<file path="config.mk">
export PLATFORM = sky130hd
export DESIGN_NAME = sorted_key_table_top
export DESIGN_NICKNAME = d
export VERILOG_FILES = /design/src/rtl/core/skt_pkg.sv /design/src/rtl/core/sorted_key_table_top.sv
export VERILOG_INCLUDE_DIRS = /design/src /design/src/rtl/core
export SDC_FILE = /design/constraint.sdc
export NUM_CORES = 2
export LEC_CHECK = 0
export BUFFER_PORTS_ARGS = -buffer_cell sky130_fd_sc_hd__buf_4
export CAP_MARGIN = 20
export CORE_MARGIN = 2
export CORE_UTILIZATION = 50
export DETAILED_ROUTE_END_ITERATION = 16
export PLACE_DENSITY = 0.66
export SLEW_MARGIN = 20
export SYNTH_ARGS = -nofsm -noshare
export SYNTH_HDL_FRONTEND = slang
export SYNTH_SLANG_ARGS = --single-unit
</file>
<file path="constraint.sdc">
create_clock -name clk_i -period 8 [get_ports clk_i]
set_input_delay 0.8 -clock clk_i [delete_from_list [all_inputs] [get_ports clk_i]]
set_output_delay 0.8 -clock clk_i [all_outputs]
set_load 0.02 [all_outputs]
</file>
<file path="src/rtl/core/sorted_key_table_top_defines.svh">
// Assertion macros for the sorted key table.
// Used by sorted_key_table_top; expects clk_i and rst_ni in scope.
`ifndef SORTED_KEY_TABLE_TOP_DEFINES_SVH
`define SORTED_KEY_TABLE_TOP_DEFINES_SVH

// check a condition at every clock edge outside reset
`define SKT_ASSERT(lbl, cond, msg) \
  lbl: assert property (@(posedge clk_i) disable iff (!rst_ni) (cond)) else $error(msg);

// check that an antecedent implies a consequent in the same cycle
`define SKT_ASSERT_IMP(lbl, ante, cons, msg) \
  lbl: assert property (@(posedge clk_i) disable iff (!rst_ni) (ante) |-> (cons)) \
    else $error(msg);

`endif

</file>
<file path="src/rtl/core/skt_pkg.sv">
// Types and constants for the sorted key table.
// No dependencies.
package skt_pkg;

  localparam int Depth    = 32;
  localparam int AddrW    = (Depth > 1) ? $clog2(Depth) : 1;
  localparam int CntW     = $clog2(Depth + 1);
  localparam int KeyW     = 32;
  localparam int PayW     = 64;
  localparam int CountW   = 6;
  localparam int InDataW  = 96;
  localparam int OutDataW = 104;

  localparam logic [CntW-1:0] DepthCnt = CntW'(Depth);

  typedef enum logic [1:0] {
    CMD_INSERT = 2'd0,
    CMD_DELETE = 2'd1,
    CMD_CLEAR  = 2'd2,
    CMD_READ   = 2'd3
  } cmd_e;

  typedef enum logic [1:0] {
    STAT_OK       = 2'd0,
    STAT_FULL     = 2'd1,
    STAT_NOTFOUND = 2'd2,
    STAT_EMPTY    = 2'd3
  } status_e;

  typedef enum logic [3:0] {
    ST_IDLE,
    ST_INS_RD,
    ST_INS_CMP,
    ST_INS_HEAD,
    ST_DEL_RD,
    ST_DEL_CMP,
    ST_RD_RD,
    ST_RD_EMIT,
    ST_EMIT
  } state_e;

  typedef struct packed {
    logic signed [KeyW-1:0] key;
    logic [PayW-1:0]        payload;
  } entry_t;

endpackage

</file>
<file path="src/rtl/core/sorted_key_table_top.sv">
// Insert shifts entries up from the tail to open the new key's place (empty table: written
// at once; full: FULL status). Delete visits every entry, moving those past the match down.
// Read-all gives one item per entry, holding while the output is full. Each entry visit is
// a read state then a compare/write state. The next command is accepted once the previous
// one has handed its last item to the output register. Reset empties the count; table
// memory is not cleared. Holds the FSM, table memory and output register; uses skt_pkg.
`include "sorted_key_table_top_defines.svh"

module sorted_key_table_top
  import skt_pkg::*;
(
  input  logic                clk_i,
  input  logic                rst_ni,
  input  logic                s_axis_tvalid,
  output logic                s_axis_tready,
  input  logic [InDataW-1:0]  s_axis_tdata,   // key[31:0], payload[95:32]
  input  logic [1:0]          s_axis_tuser,   // command[1:0]
  output logic                m_axis_tvalid,
  input  logic                m_axis_tready,
  output logic [OutDataW-1:0] m_axis_tdata,   // out_key[31:0], out_payload[95:32],
                                              // entry_count[101:96], zero[103:102]
  output logic [1:0]          m_axis_tuser,   // status[1:0]
  output logic                m_axis_tlast    // last
);

  state_e            state_q, state_d;
  logic [CntW-1:0]   fill_q, fill_d;
  logic [AddrW-1:0]  idx_q, idx_d;
  logic              found_q, found_d;
  status_e           st_q, st_d;
  logic [KeyW-1:0]   key_q;
  logic [PayW-1:0]   pay_q;

  entry_t            mem_q [Depth];
  entry_t            rd_q;
  logic              mem_we, mem_re;
  logic [AddrW-1:0]  wr_addr;
  entry_t            wr_data;
  entry_t            new_entry;

  logic              out_valid_q;
  status_e           out_status_q;
  logic [KeyW-1:0]   out_key_q;
  logic [PayW-1:0]   out_pay_q;
  logic [CountW-1:0] out_cnt_q;
  logic              out_last_q;

  logic              in_acc, slot_free, load, shift_c, match_c, is_last_c;
  logic              res_last;
  status_e           res_status;
  entry_t            res_entry;
  cmd_e              cmd;

  assign cmd       = cmd_e'(s_axis_tuser);
  assign in_acc    = s_axis_tvalid && s_axis_tready;
  assign slot_free = !out_valid_q || m_axis_tready;
  assign new_entry = '{key: key_q, payload: pay_q};
  assign shift_c   = (idx_q == '0) ? ($signed(key_q) < rd_q.key)
                                   : (rd_q.key >= $signed(key_q));
  assign match_c   = (rd_q.key == $signed(key_q));
  assign is_last_c = ((CntW'(idx_q) + 1'b1) == fill_q);
  assign s_axis_tready = (state_q == ST_IDLE);

  always_comb begin
    state_d = state_q;
    case (state_q)
      ST_IDLE: begin
        if (in_acc) begin
          case (cmd)
            CMD_INSERT: state_d = (fill_q == '0 || fill_q >= DepthCnt) ? ST_EMIT : ST_INS_RD;
            CMD_DELETE: state_d = (fill_q == '0) ? ST_EMIT : ST_DEL_RD;
            CMD_CLEAR:  state_d = ST_EMIT;
            CMD_READ:   state_d = (fill_q == '0) ? ST_EMIT : ST_RD_RD;
            default:    state_d = ST_EMIT;
          endcase
        end
      end
      ST_INS_RD:   state_d = ST_INS_CMP;
      ST_INS_CMP: begin
        if (!shift_c) state_d = ST_EMIT;
        else if (idx_q == '0) state_d = ST_INS_HEAD;
        else state_d = ST_INS_RD;
      end
      ST_INS_HEAD: state_d = ST_EMIT;
      ST_DEL_RD:   state_d = ST_DEL_CMP;
      ST_DEL_CMP:  state_d = is_last_c ? ST_EMIT : ST_DEL_RD;
      ST_RD_RD:    state_d = ST_RD_EMIT;
      ST_RD_EMIT: begin
        if (slot_free) state_d = is_last_c ? ST_IDLE : ST_RD_RD;
      end
      ST_EMIT: begin
        if (slot_free) state_d = ST_IDLE;
      end
      default:     state_d = ST_IDLE;
    endcase
  end

  always_comb begin
    fill_d     = fill_q;
    idx_d      = idx_q;
    found_d    = found_q;
    st_d       = st_q;
    mem_we     = 1'b0;
    mem_re     = 1'b0;
    wr_addr    = idx_q;
    wr_data    = new_entry;
    load       = 1'b0;
    res_status = st_q;
    res_entry  = '0;
    res_last   = 1'b1;
    case (state_q)
      ST_IDLE: begin
        if (in_acc) begin
          st_d    = STAT_OK;
          found_d = 1'b0;
          idx_d   = '0;
          case (cmd)
            CMD_INSERT: begin
              if (fill_q >= DepthCnt) begin
                st_d = STAT_FULL;
              end else if (fill_q == '0) begin
                mem_we  = 1'b1;
                wr_addr = '0;
                wr_data = '{key: s_axis_tdata[KeyW-1:0],
                            payload: s_axis_tdata[KeyW +: PayW]};
                fill_d  = fill_q + 1'b1;
              end else begin
                idx_d = AddrW'(fill_q - 1'b1);
              end
            end
            CMD_DELETE: begin
              if (fill_q == '0) st_d = STAT_NOTFOUND;
            end
            CMD_CLEAR: begin
              fill_d = '0;
            end
            CMD_READ: begin
              if (fill_q == '0) st_d = STAT_EMPTY;
            end
            default: st_d = STAT_OK;
          endcase
        end
      end
      ST_INS_RD: mem_re = 1'b1;
      ST_INS_CMP: begin
        mem_we  = 1'b1;
        wr_addr = idx_q + 1'b1;
        if (shift_c) begin
          wr_data = rd_q;
          if (idx_q != '0) idx_d = idx_q - 1'b1;
        end else begin
          fill_d = fill_q + 1'b1;
        end
      end
      ST_INS_HEAD: begin
        mem_we  = 1'b1;
        wr_addr = '0;
        fill_d  = fill_q + 1'b1;
      end
      ST_DEL_RD: mem_re = 1'b1;
      ST_DEL_CMP: begin
        if (found_q) begin
          mem_we  = 1'b1;
          wr_addr = idx_q - 1'b1;
          wr_data = rd_q;
        end
        found_d = found_q || match_c;
        if (is_last_c) begin
          if (found_d) fill_d = fill_q - 1'b1;
          else st_d = STAT_NOTFOUND;
        end else begin
          idx_d = idx_q + 1'b1;
        end
      end
      ST_RD_RD: mem_re = 1'b1;
      ST_RD_EMIT: begin
        res_status = STAT_OK;
        res_entry  = rd_q;
        res_last   = is_last_c;
        load       = slot_free;
        if (slot_free && !is_last_c) idx_d = idx_q + 1'b1;
      end
      ST_EMIT: load = slot_free;
      default: load = 1'b0;
    endcase
  end

  always_ff @(posedge clk_i or negedge rst_ni) begin
    if (!rst_ni) begin
      state_q     <= ST_IDLE;
      fill_q      <= '0;
      idx_q       <= '0;
      found_q     <= 1'b0;
      st_q        <= STAT_OK;
      out_valid_q <= 1'b0;
    end else begin
      state_q <= state_d;
      fill_q  <= fill_d;
      idx_q   <= idx_d;
      found_q <= found_d;
      st_q    <= st_d;
      if (load) out_valid_q <= 1'b1;
      else if (m_axis_tready) out_valid_q <= 1'b0;
    end
  end

  always_ff @(posedge clk_i) begin
    if (in_acc) begin
      key_q <= s_axis_tdata[KeyW-1:0];
      pay_q <= s_axis_tdata[KeyW +: PayW];
    end
    if (load) begin
      out_status_q <= res_status;
      out_key_q    <= res_entry.key;
      out_pay_q    <= res_entry.payload;
      out_cnt_q    <= CountW'(fill_q);
      out_last_q   <= res_last;
    end
  end

  always_ff @(posedge clk_i) begin
    if (mem_we) mem_q[wr_addr] <= wr_data;
    if (mem_re) rd_q <= mem_q[idx_q];
  end

  assign m_axis_tvalid = out_valid_q;
  assign m_axis_tuser  = out_status_q;
  assign m_axis_tlast  = out_last_q;
  assign m_axis_tdata  = {{(OutDataW - KeyW - PayW - CountW){1'b0}},
                          out_cnt_q, out_pay_q, out_key_q};

  `SKT_ASSERT(a_fill_bound, fill_q <= DepthCnt, "entry count beyond table depth")
  `SKT_ASSERT_IMP(a_load_slot, load, !out_valid_q || m_axis_tready, "result overwritten")
  `SKT_ASSERT_IMP(a_port_excl, mem_we, !mem_re, "table read and write in one cycle")
  `SKT_ASSERT_IMP(a_fill_step, fill_q != $past(fill_q),
    fill_q == $past(fill_q) + 1'b1 || fill_q == $past(fill_q) - 1'b1 || fill_q == '0,
    "entry count jumped")

endmodule

</file>
Word-level counts from Yosys, hierarchy flattened
Memory sizes are Yosys's and may differ from the RTL's. A register that Yosys moved wholly into a read port is not among the register bits.
Cells that the tools add are included.
- $add $sub $neg: 5
- magnitude comparators: 3
- equal/unequal tests: 27
- mux-type cells: 65
- reductions and logical operators: 24
- operator list (kind ; number):
    two-way mux 96 bit ; 6
    case mux 96 bit (3 select lines) ; 1
    two-way mux 5 bit ; 13
    case mux 5 bit (4 select lines) ; 2
    two-way mux 6 bit ; 6
    case mux 4 bit (9 select lines) ; 1
    equality test 32 bit ; 1
    greater-or-equal comparator 32 bit ; 1
    < comparator 32 bit ; 1
    two-way mux 4 bit ; 8
    case mux 6 bit (4 select lines) ; 1
    != test 2 bit (second input constant) ; 10
    equality test 4 x 3 -> 1 bit (second input constant) ; 4
    case mux 4 bit (4 select lines) ; 1
    two-way mux 1 bit ; 14
    two-way mux 2 bit ; 6
    case mux 6 bit (2 select lines) ; 1
    equality test 4 x 2 -> 1 bit (second input constant) ; 2
    AND reduction 8 bit ; 1
    nonzero test 4 bit ; 2
    adder 5 x 1 -> 6 bit (second input constant) ; 1
    adder 6 x 1 -> 6 bit (second input constant) ; 1
    equality test 6 bit ; 1
    greater-or-equal comparator 6 bit (second input constant) ; 1
    30 further kinds ; 38
- register bits after elaboration: 220
- bits in writable memories: 3072
- input port bits: 102
- output and inout port bits: 109
- logic and storage cells: 138
- memories: 1
- memories (name ; words ; bits a word ; rd ports ; clocked after Yosys merged registers in ; wr ports ; line ; source):
    mem_q ; 32 ; 96 ; 1 ; 1 ; 1 ; sorted_key_table_top.sv:34 ; entry_t mem_q [Depth];

Longest topological paths before layout
- word-level depth: 8
- mapped depth: 15
- depth with buffers taken out: 10

Worst setup path after synthesis
OpenSTA, ideal clock, no wires.
- path type: register to register
- from: reg idx_q[0]
- to: mem mem_q[15][0] (netlist bit), enable pin
- setup time: 0.552 ns
- data arrival time: 6.610 ns
- required time: 7.448 ns
- path slack: 0.838 ns
- stages on the path, launching flop included: 11
- path buffers: 4
- period minus slack after synthesis: 7.162 ns
- path through: dfrtp_1 > buf_2 > clkbuf_1 > clkbuf_1 > inv_1 > ha_1 > o21ai_0 > a21oi_1 > or3_1 > clkbuf_1 > nor2_1
- cells in the longest elaborated chain, start to end: 5
- elaborated cells on any way between the ends: 8
- those cells by class: add/sub: 2; mux: 6
- RTL lines (item ; line ; source):
    start, declared ; sorted_key_table_top.sv:28 ; logic [AddrW-1:0] idx_q, idx_d;
    start signal, assigned ; sorted_key_table_top.sv:199 ; idx_q <= idx_d;
    parallel branches: the longest is 4 deep, another holds subtractor 5 x 1 -> 5 bit ; -- ;
    case mux 5 bit (4 select lines) (*) ; sorted_key_table_top.sv:111 ; case (state_q)
    end, declared ; sorted_key_table_top.sv:34 ;
Every way passes the cells marked *.

==> out/results.ini <==
[run_status]
outcome = complete, no violations

[place]
port_buffers = 208
place.detailed.hpwl_um = 156000
globalplace.congestion = 0.790
placed_area_mm2 = 0.137

[setup_path]
worstPathMaxFanout = 53
start_kind = flop
critical_path_arrival_ns = 6.10
worst_setup_path_end_kind = flop
r2r_cells = 9
worstPathRequired_ns = 8.59
path_class = flop to flop

[floorplanning]
die_x_um = 514
ioPinCount = 211
start_util_pct = 50.2
num_rows = 187
die_area_mm2 = 0.264
die_h_um = 514
core-area_mm2 = 0.259

[routing]
antenna_left = 0
drc = 0
drtIter0Drc = 9278
drt-wirelength-per-cell_um = 35.8
routed_wl_um = 341000
vias = 62306
viasPerCell = 6.54
first_pass_iters = 6

[final_layout]
fillers = 18579
nNetsFinal = 5994
drive_above_1_share_pct = 31.2
final_area_mm2 = 0.148
area_delta_synth_final_pct = 13.6

[global_routing]
antenna_found_initial = 17
grt_max_degree = 143
grt_usage_pct = 25.8
grt-ovfl-total = 0
grt_pass1_vias = 62092
grt_pass1_wl_um = 477000

[synthesis]
ys.flop_type = edfxtp_1
netlist_area_mm2 = 0.130
synth_area_per_cell_um2 = 24.0
synth-async-reset-ratio_pct = 0.561
synth_edf_count = 3369
syn_inst = 5419
ys_seq_area_share_pct = 78.1
ys_types = 70
ys.warnings.count = 0
ys_seq_elements = 3388

[cts]
h-tree-depth = 5
cts_sinks = 3388
clock_latency_ns = 1.00
cts_made_buffers = 354
cts-root-buf = clkbuf_16
clk_pin_slew_ns = 0.06
cts_buffer_depth = 4
postCtsSetupRepairBufs = 0
cts_tree = done

[sta]
timing.final.crit_period_ns = 5.52
worst_slew_pin_slew_ns = 1.11
grt_setup_unrepaired = false
fmaxAchievable_ghz = 0.181
fin_worst_skew_ns = 0.104
final.setup.tns_ns = 0
slew_headroom_pct = 26.3
setup_viol_count_final = 0
fin_crit_sh_pct = 69.0
hold_ws_ns = 0.0558
final_hold_viol_count = 0
final_max_slew_viol_count = 0

[pwr]
total_power_w = 0.0515
p_per_area_mw_per_mm2 = 349
total_leakage_power_nw = 45.6
peakVddDrop_v = 0.000324

[hold_path]
holdPathStages = 1
hp-class = primary input to flop

[flow_run]
maxCapViolCount = 0

==> layout make-up <==
| class | instances | area (µm²) | share of cell area, % |
|---|---|---|---|
| Sequential cell | 3388 | 102000 | 68.8 |
| Multi-Input combinational cell | 1700 | 27400 | 18.6 |
| Clock buffer | 431 | 9250 | 6.26 |
| Tap cell | 3402 | 4260 | 2.88 |
| Timing Repair Buffer | 366 | 3320 | 2.25 |
| Clock inverter | 189 | 1650 | 1.12 |
| Inverter | 46 | 185 | 0.125 |
| Antenna cell | 7 | 17.5 | 0.0119 |
==> Yosys cell counts (2+ instances only) <==
library cell  instances  area (µm²)
edfxtp_1           3369      101000
mux4_2              960       21600
clkbuf_1            197         739
and2_1              194        1210
a221o_1              98         981
mux2_2               98        1100
nor2_1               67         251
buf_1                64         240
inv_1                45         169
nand2_1              44         165
ha_1                 36         450
a21oi_1              30         150
o21ai_0              21         105
dfrtp_1              19         475
buf_2                16        80.1
nand3_1              15        75.1
nand4_1              11        68.8
a31oi_1              10        62.6
nor2b_1              10        62.6
nor3_1               10        50.1
and3_1                9        56.3
xnor2_1               8        70.1
o211ai_1              7        52.6
buf_6                 6        67.6
nand2b_1              4        25.0
or3_1                 4        25.0
a211o_1               3        26.3
a32o_1                3        30.0
buf_4                 3        22.5
mux2i_1               3        30.0
nor3b_1               3        22.5
nor4_1                3        18.8
o221ai_1              3        26.3
o22ai_1               3        18.8
a21o_1                2        15.0
a221oi_1              2        17.5
a22o_1                2        17.5
nor4_2                2        25.0
o21a_1                2        15.0
o31ai_1               2        15.0
xor2_1                2        17.5
==> critical path: stages (launching register included) <==
cell	delay, ns
edfxtp_1	0.45
ha_1	0.50
nand4_2	0.19
nor4_2	0.67
and3_1	0.56
a22o_1	0.25
nor2_4	0.10
nand2_8	0.49
buf_4	0.87
a221o_1	0.97
==> registers in the layout (all words and copies together) (netlist names) <==
name           cells
fill_q             6
found_q            1
idx_q              5
key_q             32
m_axis_tlast       1
m_axis_tuser       2
m_axis_tvalid      1
mem_q           3072
out_cnt_q          6
out_key_q         32
out_pay_q         64
pay_q             64
rd_q              96
st_q               2
state_q            4
==> cell families (layout without fill, tap and decap cells) <==
family / count (synthesis) / after routing / synth area share (%)
AND/OR/NAND/NOR: 390 / 390 / 1.68
multiplexers: 1061 / 1061 / 17.5
adder cells (fa/ha/maj): 36 / 36 / 0.346
buffers and inverters: 332 / 1032 / 1.02
other: 1 / 9 / 0.00288
flip-flops: 3388 / 3388 / 78.1
AO/OA/AOI/OAI: 201 / 201 / 1.26
XOR/XNOR: 10 / 10 / 0.0673
==> layout by cell type (no fill, tap or decap), drive strengths merged, types with 12 or more instances in the layout <==
cell type    instances
o21ai               22
nand2               45
inv                 54
mux2                98
a21oi               30
ha                  36
bufinv              27
edfxtp            3369
mux4               960
nand3               16
dfrtp               19
clkbuf             431
and2               195
nand4               12
buf                334
a221o               98
dlygate4sd3         32
nor2                69
clkinv             145
==> power by group <==
part / internal (W) / leakage, nW / total [W] / switching [W]
registers: 0.0233 / 30.6 / 0.0241 / 0.000780
logic: 0.00490 / 9.64 / 0.0117 / 0.00684
clock network: 0.00907 / 5.32 / 0.0157 / 0.00664
total: 0.0373 / 45.6 / 0.0515 / 0.0143
==> what timing repair did <==
| action | CTS | global route |
|---|---|---|
| hold endpoints to repair | 50 | 0 |
| gates resized for setup | 0 | 0 |
| hold buffers | 32 | 0 |
==> path summary, 6_finish.rpt <==
| kind | slack (ns) | to | from |
|---|---|---|---|
| max | 2.48 | mem_q[22][28]$_DFFE_PP_ | rd_q[95]$_DFFE_PP_ |
| max in group asynchronous | 7.40 | idx_q[1]$_DFFE_PN0P_ | rst_ni |
| min in group asynchronous | 0.25 | fill_q[3]$_DFFE_PN0P_ | rst_ni |
| min | 0.06 | key_q[16]$_DFFE_PP_ | s_axis_tdata[16] |
| min reg2reg | 0.53 | st_q[0]$_DFFE_PN0P_ | st_q[0]$_DFFE_PN0P_ |
| max reg2reg | 2.48 | mem_q[22][28]$_DFFE_PP_ | rd_q[95]$_DFFE_PP_ |
==> per-stage QoR <==
step	setup WS [ns]	cells	util, %
2_1_floorplan	0.838	5420	-
3_3_place_gp	2.70	8866	52.6
3_5_place_dp	2.55	8870	52.7
4_1_cts	2.54	9522	57.0
5_1_grt	2.41	9522	57.0
6_report	2.48	9529	57.0
==> metal layers <==
layer | global-route usage, % | share of wire, % | wire, µm | vias up
li1 | - | - | - | 24196
met1 | 37.8 | 39 | 134000 | 33980
met2 | 41.0 | 48 | 165000 | 3575
met3 | 4.37 | 9.6 | 32700 | 543
met4 | 6.55 | 2.6 | 8710 | 12
met5 | 0 | 0.023 | 79 | -
Note: power is estimated with default switching activity, not from simulation.
